===== config.mk =====
export PLATFORM = sky130hd
export DESIGN_NAME = gtg_command
export DESIGN_NICKNAME = d
export VERILOG_FILES = /design/src/sv/gtg_pkg.sv /design/src/sv/gtg_command.sv
export SDC_FILE = /design/constraint.sdc
export NUM_CORES = 2
export LEC_CHECK = 0
export ABC_AREA = 0
export BUFFER_PORTS_ARGS = -buffer_cell sky130_fd_sc_hd__clkbuf_2
export CAP_MARGIN = 40
export CELL_PAD_IN_SITES_DETAIL_PLACEMENT = 0
export CELL_PAD_IN_SITES_GLOBAL_PLACEMENT = 1
export CORE_AREA = 2 2 295 370
export DETAILED_ROUTE_END_ITERATION = 8
export DIE_AREA = 0 0 297 372
export PLACE_DENSITY_LB_ADDON = 0.1
export SLEW_MARGIN = 20
export SYNTH_ARGS = -nofsm -noshare
export SYNTH_HDL_FRONTEND = slang
export SYNTH_SLANG_ARGS = --single-unit
export TNS_END_PERCENT = 20

===== constraint.sdc =====
create_clock -name clk -period 10.9 [get_ports clk]
set_clock_uncertainty 0.05 [all_clocks]
set_input_delay 1.09 -clock clk [delete_from_list [all_inputs] [get_ports clk]]
set_output_delay 1.09 -clock clk [all_outputs]
set_load 0.01 [all_outputs]

===== src/sv/gtg_pkg.sv =====
// Shared constants, types and tables for the go-to-goal steering block.
package gtg_pkg;
  localparam int CORDIC_STEPS_DEF = 16;
  localparam int ATAN_ENTRIES = 24;
  localparam int ZW = 20;   // CORDIC angle width, Q.16
  localparam int XW = 33;   // CORDIC vector width
  localparam logic signed [ZW-1:0] PI16 = 20'sd205887;
  localparam logic signed [ZW:0] TWO_PI16 = 21'sd411775;
  localparam logic signed [15:0] SIXTH_PI13 = 16'sd4289;
  localparam logic [15:0] INV_GAIN16 = 16'd39797;
  localparam int PRE_SHIFT = 14;

  typedef enum logic [2:0] {
    REG_GOAL_X = 3'd0,
    REG_GOAL_Y = 3'd1,
    REG_ARRIVE = 3'd2,
    REG_SPEED_GAIN = 3'd3,
    REG_TURN_GAIN = 3'd4,
    REG_SPEED_LIMIT = 3'd5
  } reg_index_t;

  typedef struct packed {
    logic signed [15:0] goal_x;
    logic signed [15:0] goal_y;
    logic [14:0] arrive_distance;
    logic [15:0] speed_gain;
    logic [15:0] turn_gain;
    logic [14:0] speed_limit;
  } cfg_t;

  typedef struct packed {
    logic signed [XW-1:0] x;
    logic signed [XW-1:0] y;
    logic signed [ZW-1:0] z;
    logic signed [15:0] head;
    logic zero;
  } cordic_t;

  function automatic logic signed [ZW-1:0] atan_q16(input int i);
    logic signed [ZW-1:0] t [ATAN_ENTRIES];
    t = '{20'sd51472, 20'sd30385, 20'sd16055, 20'sd8150, 20'sd4091, 20'sd2047,
          20'sd1024, 20'sd512, 20'sd256, 20'sd128, 20'sd64, 20'sd32, 20'sd16,
          20'sd8, 20'sd4, 20'sd2, 20'sd1, 20'sd0, 20'sd0, 20'sd0, 20'sd0,
          20'sd0, 20'sd0, 20'sd0};
    return t[i];
  endfunction
endpackage


===== src/sv/gtg_command.sv =====
// Scaling, angle wrap and command selection behind the CORDIC.
module gtg_command (
  input  logic clk,
  input  logic rst,
  input  logic en,
  input  gtg_pkg::cfg_t cfg,
  input  logic in_valid,
  input  gtg_pkg::cordic_t in_data,
  output logic out_valid,
  output logic status,
  output logic signed [15:0] linear_speed,
  output logic signed [15:0] turn_rate
);
  // stage A: magnitude product and raw heading error
  logic va, zero_a;
  logic [48:0] prod_a;
  logic signed [gtg_pkg::ZW+1:0] alpha_a;
  // stage B: rounded distance, wrapped Q3.13 error
  logic vb;
  logic [18:0] r_b;
  logic signed [16:0] al_b;
  // stage C: gain products
  logic vc, reach_c, big_c;
  logic [34:0] sp_c;
  logic signed [33:0] tr_c;
  logic signed [16:0] al_c;
  logic [14:0] lim_c;

  logic [gtg_pkg::XW-2:0] xmag;
  assign xmag = in_data.x[gtg_pkg::XW-1] ? '0 : in_data.x[gtg_pkg::XW-2:0];

  logic signed [gtg_pkg::ZW+1:0] wr;
  logic signed [gtg_pkg::ZW+1:0] rnd;
  always_comb begin
    wr = alpha_a;
    if (alpha_a > (gtg_pkg::ZW+2)'(gtg_pkg::PI16)) begin
      wr = alpha_a - (gtg_pkg::ZW+2)'(gtg_pkg::TWO_PI16);
    end else if (alpha_a < -(gtg_pkg::ZW+2)'(gtg_pkg::PI16)) begin
      wr = alpha_a + (gtg_pkg::ZW+2)'(gtg_pkg::TWO_PI16);
    end
    rnd = (wr + 22'sd4) >>> 3;
  end

  logic [18:0] r_full;
  assign r_full = zero_a ? '0 : 19'((prod_a + 49'(1 << 29)) >> 30);

  always_ff @(posedge clk) begin
    if (rst) begin
      va <= 1'b0;
      vb <= 1'b0;
      vc <= 1'b0;
      out_valid <= 1'b0;
    end else if (en) begin
      va <= in_valid;
      vb <= va;
      vc <= vb;
      out_valid <= vc;
    end
    if (en) begin
      prod_a <= 49'(xmag) * 49'(gtg_pkg::INV_GAIN16);
      zero_a <= in_data.zero;
      alpha_a <= (in_data.zero ? 22'sd0 : 22'(in_data.z))
                 - (22'(in_data.head) <<< 3);
      r_b <= r_full;
      al_b <= 17'(rnd);
      reach_c <= r_b < 19'(cfg.arrive_distance);
      big_c <= (al_b > 17'(gtg_pkg::SIXTH_PI13)) || (al_b < -17'(gtg_pkg::SIXTH_PI13));
      sp_c <= 35'(cfg.speed_gain) * 35'(r_b) + 35'd128;
      tr_c <= $signed({1'b0, cfg.turn_gain}) * 34'(al_b) + 34'sd128;
      al_c <= al_b;
      lim_c <= cfg.speed_limit;
      if (reach_c) begin
        status <= 1'b1;
        linear_speed <= '0;
        turn_rate <= '0;
      end else if (big_c) begin
        status <= 1'b0;
        linear_speed <= '0;
        turn_rate <= al_c[16] ? -gtg_pkg::SIXTH_PI13 : gtg_pkg::SIXTH_PI13;
      end else begin
        status <= 1'b0;
        linear_speed <= ((sp_c >> 8) > 35'(lim_c)) ? 16'(lim_c) : 16'(sp_c >> 8);
        if ((tr_c >>> 8) > 34'sd32767) begin
          turn_rate <= 16'sh7fff;
        end else if ((tr_c >>> 8) < -34'sd32768) begin
          turn_rate <= 16'sh8000;
        end else begin
          turn_rate <= 16'(tr_c >>> 8);
        end
      end
    end
  end
endmodule


==> summary.md <==
| Metric | Value |
|---|---|
| Status | completed |
| Rows | 135 |
| CTS buffer count | 17 |
| Number of port buffers | 169 |
| Max Cap Violations | 0 |
| Post-CTS Setup Bufs | 0 |
| Hpwl dp | 79.05 mm |
| Total grt overflow | 0 |
| Clk pin slew, worst setup/hold paths | 0.07 ns |
| Routability cong. | 0.8037 |
| Post-synth top area share | 0.3516 |
| Detailed-router iteration count before antenna repair | 5 |
| Avg WL per Cell | 17.75 um |
| Number of flops mapped to enable cells by yosys | 182 |
| First-pass GRT wire length | 154.5 mm |
| Slew HR | 0.4318 |
| Top-count cell post-synth | inv_1 |
| Worst skew pair latency | 0.48 ns |
| CTS Hold Bufs | 0 |
| Routed WL | 96.01 mm |
| CTS root buf | clkbuf_16 |
| Setup Crit Path Kind | in -> reg |
| Endpoints failing hold | 0 |
| Vias in the first global route | 27720 |
| Post-Syn Area | 37180 um^2 |
| Yosys warning count | 0 |
| Hold WC Path Type | reg -> reg |
| CTS tree | yes |
| Via density | 4.637 |
| Largest net degree at the start of global routing | 84 |
| Seq/Total Area, Yosys | 0.1492 |
| DRT antenna net count | 0 |
| Initial antenna violation count | 4 |
| Share of post-route cells with drive strength above 1 | 0.06574 |
| Ys async rst share | 0 |
| H-tree levels | 4 |
| # resized after CTS | 0 |
| Final-report setup violation count | 0 |
| Flops & latches, synth | 186 |
| Core box area | 107400 um^2 |
| Synth cell types | 76 |
| Slew Limit Fails | 0 |
| Worst path required time | 11.09 ns |
| CP startpoint kind | primary input |
| Setup crit end kind | flip-flop |
| Synth area leaders | fa_1 (35%), ha_1 (15%), edfxtp_1 (15%) |
| Cell accounting for the most synthesized area | fa_1 |
| Max FO, Critical Path | 19 |
| Initial core utilization | 0.3461 |
| Crit share post-route | 0.7434 |
| Iter 0 DRT Violations | 800 |
| Worst-margin pin slew | 0.8505 ns |
| Global Route Usage Sum | 0.1800 |
| Gate Count Post-Synth | 3853 |
| Max Clock Freq | 123.4 MHz |
| Deepest clock path buffer count | 2 |
| Final net count | 5268 |
| Syn-to-layout area delta | 8.612% |
| DRC viols | 0 |
| Avg Cell Area, Syn | 9.649 um^2 |
| Clock sink count | 186 |
| Dominant synthesized flop cell | edfxtp_1 |
| Setup_tns | 0 ns |
| Final Critical Period | 8.103 ns |
| Chip Height | 372 um |
| Synth top cells by count | inv_1 (873), fa_1 (653), ha_1 (456) |
| IO Count | 235 |
| Post-synth net total | 5163 |
| RSZ-0062 raised after global routing | no |
| Antenna Cells | 0 |
| Die X | 297 um |
| DIE AREA | 110500 um^2 |
| Via total after detailed routing | 25080 |
| Worst Path Arrival | 8.29 ns |
## stage by stage
step / instances / util / cell area, um^2 / hold WS, ns / setup slack, ns
3_5_place_dp: 5370 / 0.3696 / 39710 / 0.4358 / 2.138
3_3_place_gp: 5353 / 0.3676 / 39490 / 0.4277 / 2.106
6_report: 5408 / 0.3759 / 40380 / 0.4435 / 2.797
5_1_grt: 5408 / 0.3759 / 40380 / 0.4842 / 2.361
2_1_floorplan: 3853 / - / 37180 / 0.4101 / 3.106
4_1_cts: 5401 / 0.3750 / 40290 / 0.4548 / 2.662
## path summary, 6_finish.rpt
| kind | start | endpoint | slack (ns) | cells past startpoint |
|---|---|---|---|---|
| max reg2reg | r_b[6] | sp_c[34] | 3.02 | 23 |
| min reg2reg | out_valid | out_valid | 0.44 | 2 |
| min | out_valid | out_valid | 0.44 | 2 |
| max | cfg[37] | sp_c[34] | 2.80 | 24 |
## registers in the layout, indices dropped and copies added, names as in the netlist
| signal | cells |
|---|---|
| big_c | 1 |
| lim_c | 15 |
| alpha_a | 22 |
| status | 1 |
| prod_a | 19 |
| tr_c | 26 |
| turn_rate | 16 |
| vb | 1 |
| r_b | 19 |
| reach_c | 1 |
| va | 1 |
| sp_c | 27 |
| out_valid | 1 |
| linear_speed | 16 |
| al_b | 17 |
| vc | 1 |
| zero_a | 1 |
| al_c | 1 |
## cells by family (layout without fill, tap and decap cells)
kind of cell | count (synthesis) | after routing | share of synthesized area
multiplexers | 22 | 22 | 0.005923
flip-flops | 186 | 186 | 0.1492
AND/OR/NAND/NOR | 1063 | 1063 | 0.1469
XOR/XNOR | 163 | 163 | 0.03840
other | 1 | 1 | 0.0001009
adder cells (fa/ha/maj) | 1109 | 1109 | 0.5051
AO/OA/AOI/OAI | 308 | 308 | 0.05281
buffers and inverters | 1001 | 1118 | 0.1016
## layout by cell type (no fill, tap or decap), types with 5 or more instances in the layout
cell       instances
a211oi_1          10
a21boi_0           9
a21o_1            31
a21oi_1           91
a31oi_1            6
and2_1           313
and3_1             8
and4_1             5
buf_4             29
buf_8             12
clkbuf_16         17
clkbuf_2         168
edfxtp_1         182
fa_1             653
ha_1             456
inv_1            873
mux2i_1           22
nand2_1          333
nand2b_1          34
nand3_1           38
nand3b_1           6
nand4_1           26
nor2_1           148
nor2b_1           74
nor3_1            23
nor4_1            12
o2111ai_1          5
o21a_1            23
o21ai_0           69
o21bai_1           8
o31a_1             6
or3_1             15
or4_1              5
xnor2_1          107
xor2_1            56
## layer usage
metal | share of wire | track usage
met5 | 0.00010 | 0
met4 | 0.015 | 0.04060
met3 | 0.019 | 0.01329
met1 | 0.45 | 0.2302
met2 | 0.52 | 0.3311
## worst max-delay path, cell delays in order
cell	delay, ns
clkbuf_2	0.34
and2_1	0.29
fa_1	0.53
inv_1	0.05
fa_1	0.56
fa_1	0.43
fa_1	0.49
inv_1	0.06
fa_1	0.53
inv_1	0.06
fa_1	0.52
inv_1	0.04
ha_1	0.36
a21oi_1	0.23
o21ai_0	0.26
a221o_1	0.38
a221oi_1	0.29
buf_4	0.19
a21oi_1	0.19
a211oi_1	0.58
o2111ai_1	0.27
a21o_1	0.23
a21oi_1	0.19
xnor2_1	0.08
## area by class of cell
class | count | area (um^2)
sequential | 186 | 5545
clock inverter | 13 | 152.6
tap | 1438 | 1799
clock buffer | 18 | 429.2
timing repair buffer | 214 | 1316
multi-input combinational | 2666 | 27860
inverter | 873 | 3277
fill | 11060 | 67050
Power is not shown: default switching activity piles up to over one toggle a cycle in this logic, so the estimate is an artifact.
