$ cat src/sv/gtg_pkg.sv
// Shared constants, types and tables for the go-to-goal steering block.
package gtg_pkg;
  localparam int CORDIC_STEPS_DEF = 16;
  localparam int ATAN_ENTRIES = 24;
  localparam int ZW = 20;   // CORDIC angle width, Q.16
  localparam int XW = 33;   // CORDIC vector width
  localparam logic signed [ZW-1:0] PI16 = 20'sd205887;
  localparam logic signed [ZW:0] TWO_PI16 = 21'sd411775;
  localparam logic signed [15:0] SIXTH_PI13 = 16'sd4289;
  localparam logic [15:0] INV_GAIN16 = 16'd39797;
  localparam int PRE_SHIFT = 14;

  typedef enum logic [2:0] {
    REG_GOAL_X = 3'd0,
    REG_GOAL_Y = 3'd1,
    REG_ARRIVE = 3'd2,
    REG_SPEED_GAIN = 3'd3,
    REG_TURN_GAIN = 3'd4,
    REG_SPEED_LIMIT = 3'd5
  } reg_index_t;

  typedef struct packed {
    logic signed [15:0] goal_x;
    logic signed [15:0] goal_y;
    logic [14:0] arrive_distance;
    logic [15:0] speed_gain;
    logic [15:0] turn_gain;
    logic [14:0] speed_limit;
  } cfg_t;

  typedef struct packed {
    logic signed [XW-1:0] x;
    logic signed [XW-1:0] y;
    logic signed [ZW-1:0] z;
    logic signed [15:0] head;
    logic zero;
  } cordic_t;

  function automatic logic signed [ZW-1:0] atan_q16(input int i);
    logic signed [ZW-1:0] t [ATAN_ENTRIES];
    t = '{20'sd51472, 20'sd30385, 20'sd16055, 20'sd8150, 20'sd4091, 20'sd2047,
          20'sd1024, 20'sd512, 20'sd256, 20'sd128, 20'sd64, 20'sd32, 20'sd16,
          20'sd8, 20'sd4, 20'sd2, 20'sd1, 20'sd0, 20'sd0, 20'sd0, 20'sd0,
          20'sd0, 20'sd0, 20'sd0};
    return t[i];
  endfunction
endpackage

$ cat src/sv/gtg_cordic_stage.sv
// One vectoring CORDIC micro-rotation with its pipeline register.
module gtg_cordic_stage #(
  parameter int SHIFT = 0
) (
  input  logic clk,
  input  logic rst,
  input  logic en,
  input  logic in_valid,
  input  gtg_pkg::cordic_t in_data,
  output logic out_valid,
  output gtg_pkg::cordic_t out_data
);
  gtg_pkg::cordic_t nxt;
  always_comb begin
    logic signed [gtg_pkg::XW-1:0] xs, ys;
    xs = in_data.x >>> SHIFT;
    ys = in_data.y >>> SHIFT;
    nxt = in_data;
    if (!in_data.y[gtg_pkg::XW-1]) begin
      nxt.x = in_data.x + ys;
      nxt.y = in_data.y - xs;
      nxt.z = in_data.z + gtg_pkg::atan_q16(SHIFT);
    end else begin
      nxt.x = in_data.x - ys;
      nxt.y = in_data.y + xs;
      nxt.z = in_data.z - gtg_pkg::atan_q16(SHIFT);
    end
  end
  always_ff @(posedge clk) begin
    if (rst) begin
      out_valid <= 1'b0;
    end else if (en) begin
      out_valid <= in_valid;
    end
    if (en) begin
      out_data <= nxt;
    end
  end
endmodule

$ cat src/sv/gtg_cordic.sv
// Pipelined CORDIC in vectoring mode with entry pre-rotation.
module gtg_cordic #(
  parameter int CORDIC_STEPS = gtg_pkg::CORDIC_STEPS_DEF
) (
  input  logic clk,
  input  logic rst,
  input  logic en,
  input  logic in_valid,
  input  logic signed [16:0] dx,
  input  logic signed [16:0] dy,
  input  logic signed [15:0] head,
  output logic out_valid,
  output gtg_pkg::cordic_t out_data
);
  gtg_pkg::cordic_t d [CORDIC_STEPS+1];
  logic v [CORDIC_STEPS+1];
  gtg_pkg::cordic_t pre;
  always_comb begin
    logic signed [gtg_pkg::XW-1:0] x0, y0;
    x0 = gtg_pkg::XW'(dx) <<< gtg_pkg::PRE_SHIFT;
    y0 = gtg_pkg::XW'(dy) <<< gtg_pkg::PRE_SHIFT;
    pre.head = head;
    pre.zero = (dx == '0) && (dy == '0);
    pre.z = '0;
    pre.x = x0;
    pre.y = y0;
    if (dx[16]) begin
      pre.z = dy[16] ? -gtg_pkg::PI16 : gtg_pkg::PI16;
      pre.x = -x0;
      pre.y = -y0;
    end
  end
  always_ff @(posedge clk) begin
    if (rst) begin
      v[0] <= 1'b0;
    end else if (en) begin
      v[0] <= in_valid;
    end
    if (en) begin
      d[0] <= pre;
    end
  end
  for (genvar i = 0; i < CORDIC_STEPS; i++) begin : g_stage
    gtg_cordic_stage #(.SHIFT(i)) u_stage (
      .clk(clk), .rst(rst), .en(en),
      .in_valid(v[i]), .in_data(d[i]),
      .out_valid(v[i+1]), .out_data(d[i+1])
    );
  end
  assign out_valid = v[CORDIC_STEPS];
  assign out_data = d[CORDIC_STEPS];
endmodule

$ cat config.mk
export PLATFORM = sky130hd
export DESIGN_NAME = gtg_cordic
export DESIGN_NICKNAME = d
export VERILOG_FILES = /design/src/sv/gtg_pkg.sv /design/src/sv/gtg_cordic_stage.sv /design/src/sv/gtg_cordic.sv
export SDC_FILE = /design/constraint.sdc
export NUM_CORES = 2
export LEC_CHECK = 0
export BUFFER_PORTS_ARGS = -buffer_cell sky130_fd_sc_hd__buf_2
export CELL_PAD_IN_SITES_DETAIL_PLACEMENT = 1
export CELL_PAD_IN_SITES_GLOBAL_PLACEMENT = 1
export CORE_UTILIZATION = 47
export DETAILED_ROUTE_END_ITERATION = 12
export GPL_ROUTABILITY_DRIVEN = 0
export GPL_TIMING_DRIVEN = 0
export PLACE_DENSITY = 0.84
export RECOVER_POWER = 50
export SKIP_LAST_GASP = 1
export SYNTH_ARGS = -nofsm -noshare
export SYNTH_HDL_FRONTEND = slang
export SYNTH_SLANG_ARGS = --single-unit
$ cat constraint.sdc
create_clock -name clk -period 4.5 [get_ports clk]
set_clock_uncertainty 0.15 [all_clocks]
set_input_delay 0.225 -clock clk [delete_from_list [all_inputs] [get_ports clk]]
set_output_delay 0.225 -clock clk [all_outputs]
set_load 0.05 [all_outputs]
==> results of run 1 <==
repair_timing:
action,CTS
endpoints found under the hold margin,147
gates resized for setup,801
buffers inserted,423
cloned,0
pin swaps,276
hold buffers,97
setup endpoints to repair,578
metrics by stage:
stage,setup WS [ns],instance area (um2)
after floorplan,0.0421,117000
after global placement,-21.99,122000
after detailed placement,-1.71,122000
after CTS,-0.344,136000
kinds of logic after synthesis:
family                     count (synthesis)
AOI/OAI and AO/OA                       3047
xor gates and xnor gates                1662
adders and majority gates               1232
buffers and inverters                    827
DFF                                     1614
muxes                                     91
other                                      1
and+or+nand+nor                         3091
metal layers:
layer,track usage,GRT overflow
met1,0.671,0
met2,0.828,5
met3,0.643,29
met4,0.704,25
met5,0.577,2
==> impl_metrics.toml, run 1 <==
[die]
start_util = 0.474
die_x_um = 501
dieHeight_um = 501
num_rows = 182
num_io_pins = 158

[synth]
synth_edf_count = 1597
synthMuxAreaShare = 0.00828
synth_top_area_share = 0.410
synth.most_common_cell = "edfxtp_1"
synth_area_leaders = "edfxtp_1 41%, ha_1 13%, xnor2_1 8.1%"
synth_top_family_by_area = "compound AO/OA/AOI/OAI gates"
synthFlopType = "edfxtp_1"
synthSimpleGateAreaFrac = 0.127
async_flop_share = 0
synth_top_area_cell = "edfxtp_1"
syn-mean-instance-area_um2 = 10.1
syn_area_um2 = 117000
synthTopCellsByCount = "1,597 x edfxtp_1, 1,187 x ha_1, 1,146 x a21oi_1"
netlist_instances = 11600
synth_cell_types = 89
synthAdderAreaFrac = 0.135
synth_seq_cells = 1614
ys_warn_count = 0
synth_compound_area_frac = 0.163
synth_xor_area_frac = 0.124
seq_area_frac_synth = 0.413

[global_routing]
grt_max_degree = 186
grt_overflow = 61
track_usage = 0.711
antenna_found_initial = 54

[cts]
clock_sinks = 1614
clockBufferDepth = 3
cts_made_buffers = 183
h-tree-depth = 4
root_buffer = "clkbuf_16"

[timing]
grt-worst-endpoint = "g_stage[5].u_stage.out_data[101]$_DFFE_PP_/D"
worst-ep-kind = "sequential cell input"

[placed_design]
port_buffers = 156
hpwl_mm = 277
dp_cells = 15000

[run_status]
failing_step = "5_1_grt"
run_status = "did not finish"
error = "[ERROR GRT-0232] Routing congestion too high. Check the congestion heatmap in the GUI."
==> run 2, diff against run 1 <==
- CELL_PAD_IN_SITES_DETAIL_PLACEMENT: 1 -> not set
- CELL_PAD_IN_SITES_GLOBAL_PLACEMENT: 1 -> not set
- CORE_UTILIZATION: 47 -> 35
- PLACE_DENSITY: 0.84 -> not set
- PLACE_DENSITY_LB_ADDON: not set -> 0.15
- clock period: 4.5 -> 5.85 ns (I/O delays scaled with it)
==> run 2 against run 1 <==
- the flow now finishes, with violations (max-capacitance violations, max-slew violations)
- synthesized cell count unchanged
- synthesized area did not move
==> impl_metrics.toml, run 2 <==
[cts]
tritoncts = "done"
cts_made_buffers = 200
h-tree-depth = 4
clock_sinks = 1614
clkTransAtPathRegs_ns = 0.06
clockBufferDepth = 4
clock_latency_ns = 0.91
root_buffer = "clkbuf_16"

[setup_path]
arrival_ns = 6.13
critical_path.top_delay_family = "simple AND/OR/NAND/NOR gates"
end_kind = "flop"
start_kind = "flop"
max_stage_delay_ns = 0.54
crit_type = "flop to flop"
required_ns = 6.32
crit_slowest_cell = "edfxtp_1"
cp_num_buf_inv = 3
worst-path-max-fanout = 8
path_cells = "inv_1 > ha_1 > inv_1 > nor4_2 > and2_1 > a21oi_1 > xor2_1 > ha_1 > clkbuf_1 > nand3_1 > nor3b_2 > a2111oi_0 > o31ai_1 > o41ai_2 > or3_1 > a31oi_1 > o21a_1 > nor2_1 > xnor2_1"

[timing]
timing.final.hold_violations = 0
period_share = 0.967
rsz0062_at_grt = "true"
setup_viol = 0
clock.fmax_mhz = 177
fin_ws_ns = 0.191
tightest_slew_ns = 3.85
finalSetupTns_ns = 0
fin_crit_ns = 5.66
slew_headroom = -1.57
slew_viol_final = 395

[die]
die_area_um2 = 337000
dieHeight_um = 580
num_rows = 211
num_io_pins = 158
core-area_um2 = 332000
die_x_um = 580
start_util = 0.353

[synth]
synthFlopType = "edfxtp_1"
seq_area_frac_synth = 0.413
syn-mean-instance-area_um2 = 10.1
synthTopCellsByCount = "1,597 x edfxtp_1, 1,187 x ha_1, 1,146 x a21oi_1"
ys_warn_count = 0
syn_area_um2 = 117000
synth_edf_count = 1597
synth_top_area_share = 0.410
synth.most_common_cell = "edfxtp_1"
synth_top_area_cell = "edfxtp_1"
async_flop_share = 0
synth_cell_types = 89
synth_area_leaders = "edfxtp_1 41%, ha_1 13%, xnor2_1 8.1%"
synth_seq_cells = 1614
netlist_instances = 11600

[cells_and_area]
top_register = "g_stage.u_stage.out_data"
fin_area_um2 = 131000
largest_reg_flops = 1539
area.growth.synth_to_final_pct = 12.2
nNetsFinal = 13300
multi_input_area_um2 = 65400
layout_common_cells = "1,597 x edfxtp_1, 1,187 x ha_1, 1,146 x a21oi_1"
top_regs = "g_stage.u_stage.out_data x1539, d x58, g_stage.u_stage.out_valid x16"
final_common_cell = "edfxtp_1"
seqCellArea_um2 = 48300
drive_gt1_frac = 0.0529
stdcell_count = 16600
layout.filler_cells = 32300

[placed_design]
placed_area_um2 = 124000
port_buffers = 156
pre_cts_slack_ns = -0.958
dp_cells = 16100
hpwl_mm = 240

[drt]
vias_per_cell = 5.26
wire_per_inst_um = 18.5
drt-pass1-iter-count = 8
drt_iter0_markers = 5638
drc = 0
ant_nets = 0
wirelength_mm = 306
via_count = 87300

[job]
maxCapViolCount = 1

[global_routing]
antenna_found_initial = 6
track_usage = 0.176
grt_max_degree = 176
grt_overflow = 0
grt_pass1_vias = 85600
grt_pass1_wl_mm = 478

[run_status]
violations = "max-capacitance violations, max-slew violations"
run_status = "finished, violations left"

[hold_path]
hold_class = "primary input to flop"
## run 2: cell counts after synthesis
No cell type changed its count.
## run 2: path summary, 6_finish.rpt
kind / from / slack, ns / cells after the start / end
max: g_stage[9].u_stage.out_data[80]$_DFFE_PP_ / 0.19 / 19 / g_stage[10].u_stage.out_data[67]$_DFFE_PP_
min: dy[12] / 0.15 / 3 / d[1711]$_DFFE_PP_
max reg2reg: g_stage[9].u_stage.out_data[80]$_DFFE_PP_ / 0.19 / 19 / g_stage[10].u_stage.out_data[67]$_DFFE_PP_
min reg2reg: g_stage[7].u_stage.out_data[20]$_DFFE_PP_ / 0.23 / 0 / g_stage[8].u_stage.out_data[20]$_DFFE_PP_
## run 2: cell type report
cell class	instances	area share
Inverter	536	0.0153
Clock buffer	226	0.0395
Tap cell	4366	0.0416
Timing Repair Buffer	290	0.0156
Antenna cell	3	0.0000572
Buffer	289	0.0116
Sequential cell	1614	0.368
Clock inverter	143	0.0111
Multi-Input combinational cell	9125	0.498
## run 2: metrics by stage
step	hold WS [ns]	util
global route	0.0986	0.396
floorplan	0.241	-
finish	0.147	0.396
CTS	0.0451	0.396
global placement	0.250	0.372
detailed placement	0.255	0.373
## run 2: kinds of logic after synthesis
family | synth area share
flops | 0.413
other cells | 0.0000320
simple gates | 0.127
fa+ha+maj | 0.135
compound gates | 0.163
xor+xnor | 0.124
buf+inv | 0.0300
mux | 0.00828
## run 2: repair_timing
item	4_1_cts	5_1_grt
endpoints found under the setup margin	86	48
cloned	0	0
buffers inserted	16	5
resized for setup	22	29
hold buffers	103	0
hold endpoints to repair	209	0
## run 2: layer usage
| metal | global-route usage | part of all wire | vias to the layer above |
|---|---|---|---|
| met5 | 0 | 0.000036 | - |
| met4 | 0.0499 | 0.029 | 2 |
| met3 | 0.0201 | 0.041 | 432 |
| met2 | 0.307 | 0.48 | 1764 |
| met1 | 0.227 | 0.45 | 41800 |
| li1 | - | - | 43300 |
## run 2: worst reg2reg max path, delay by kind of cell, from the launching register on
kind                       cells  cell delay [ns]
buffers and inverters          3             0.53
adders and majority gates      2             0.51
xor gates and xnor gates       2             0.52
DFF                            1             0.54
AOI/OAI and AO/OA              6             1.29
and+or+nand+nor                6             1.91
Power of run 2 is not shown: default switching activity piles up to over one toggle a cycle in this logic, so the estimate is an artifact.
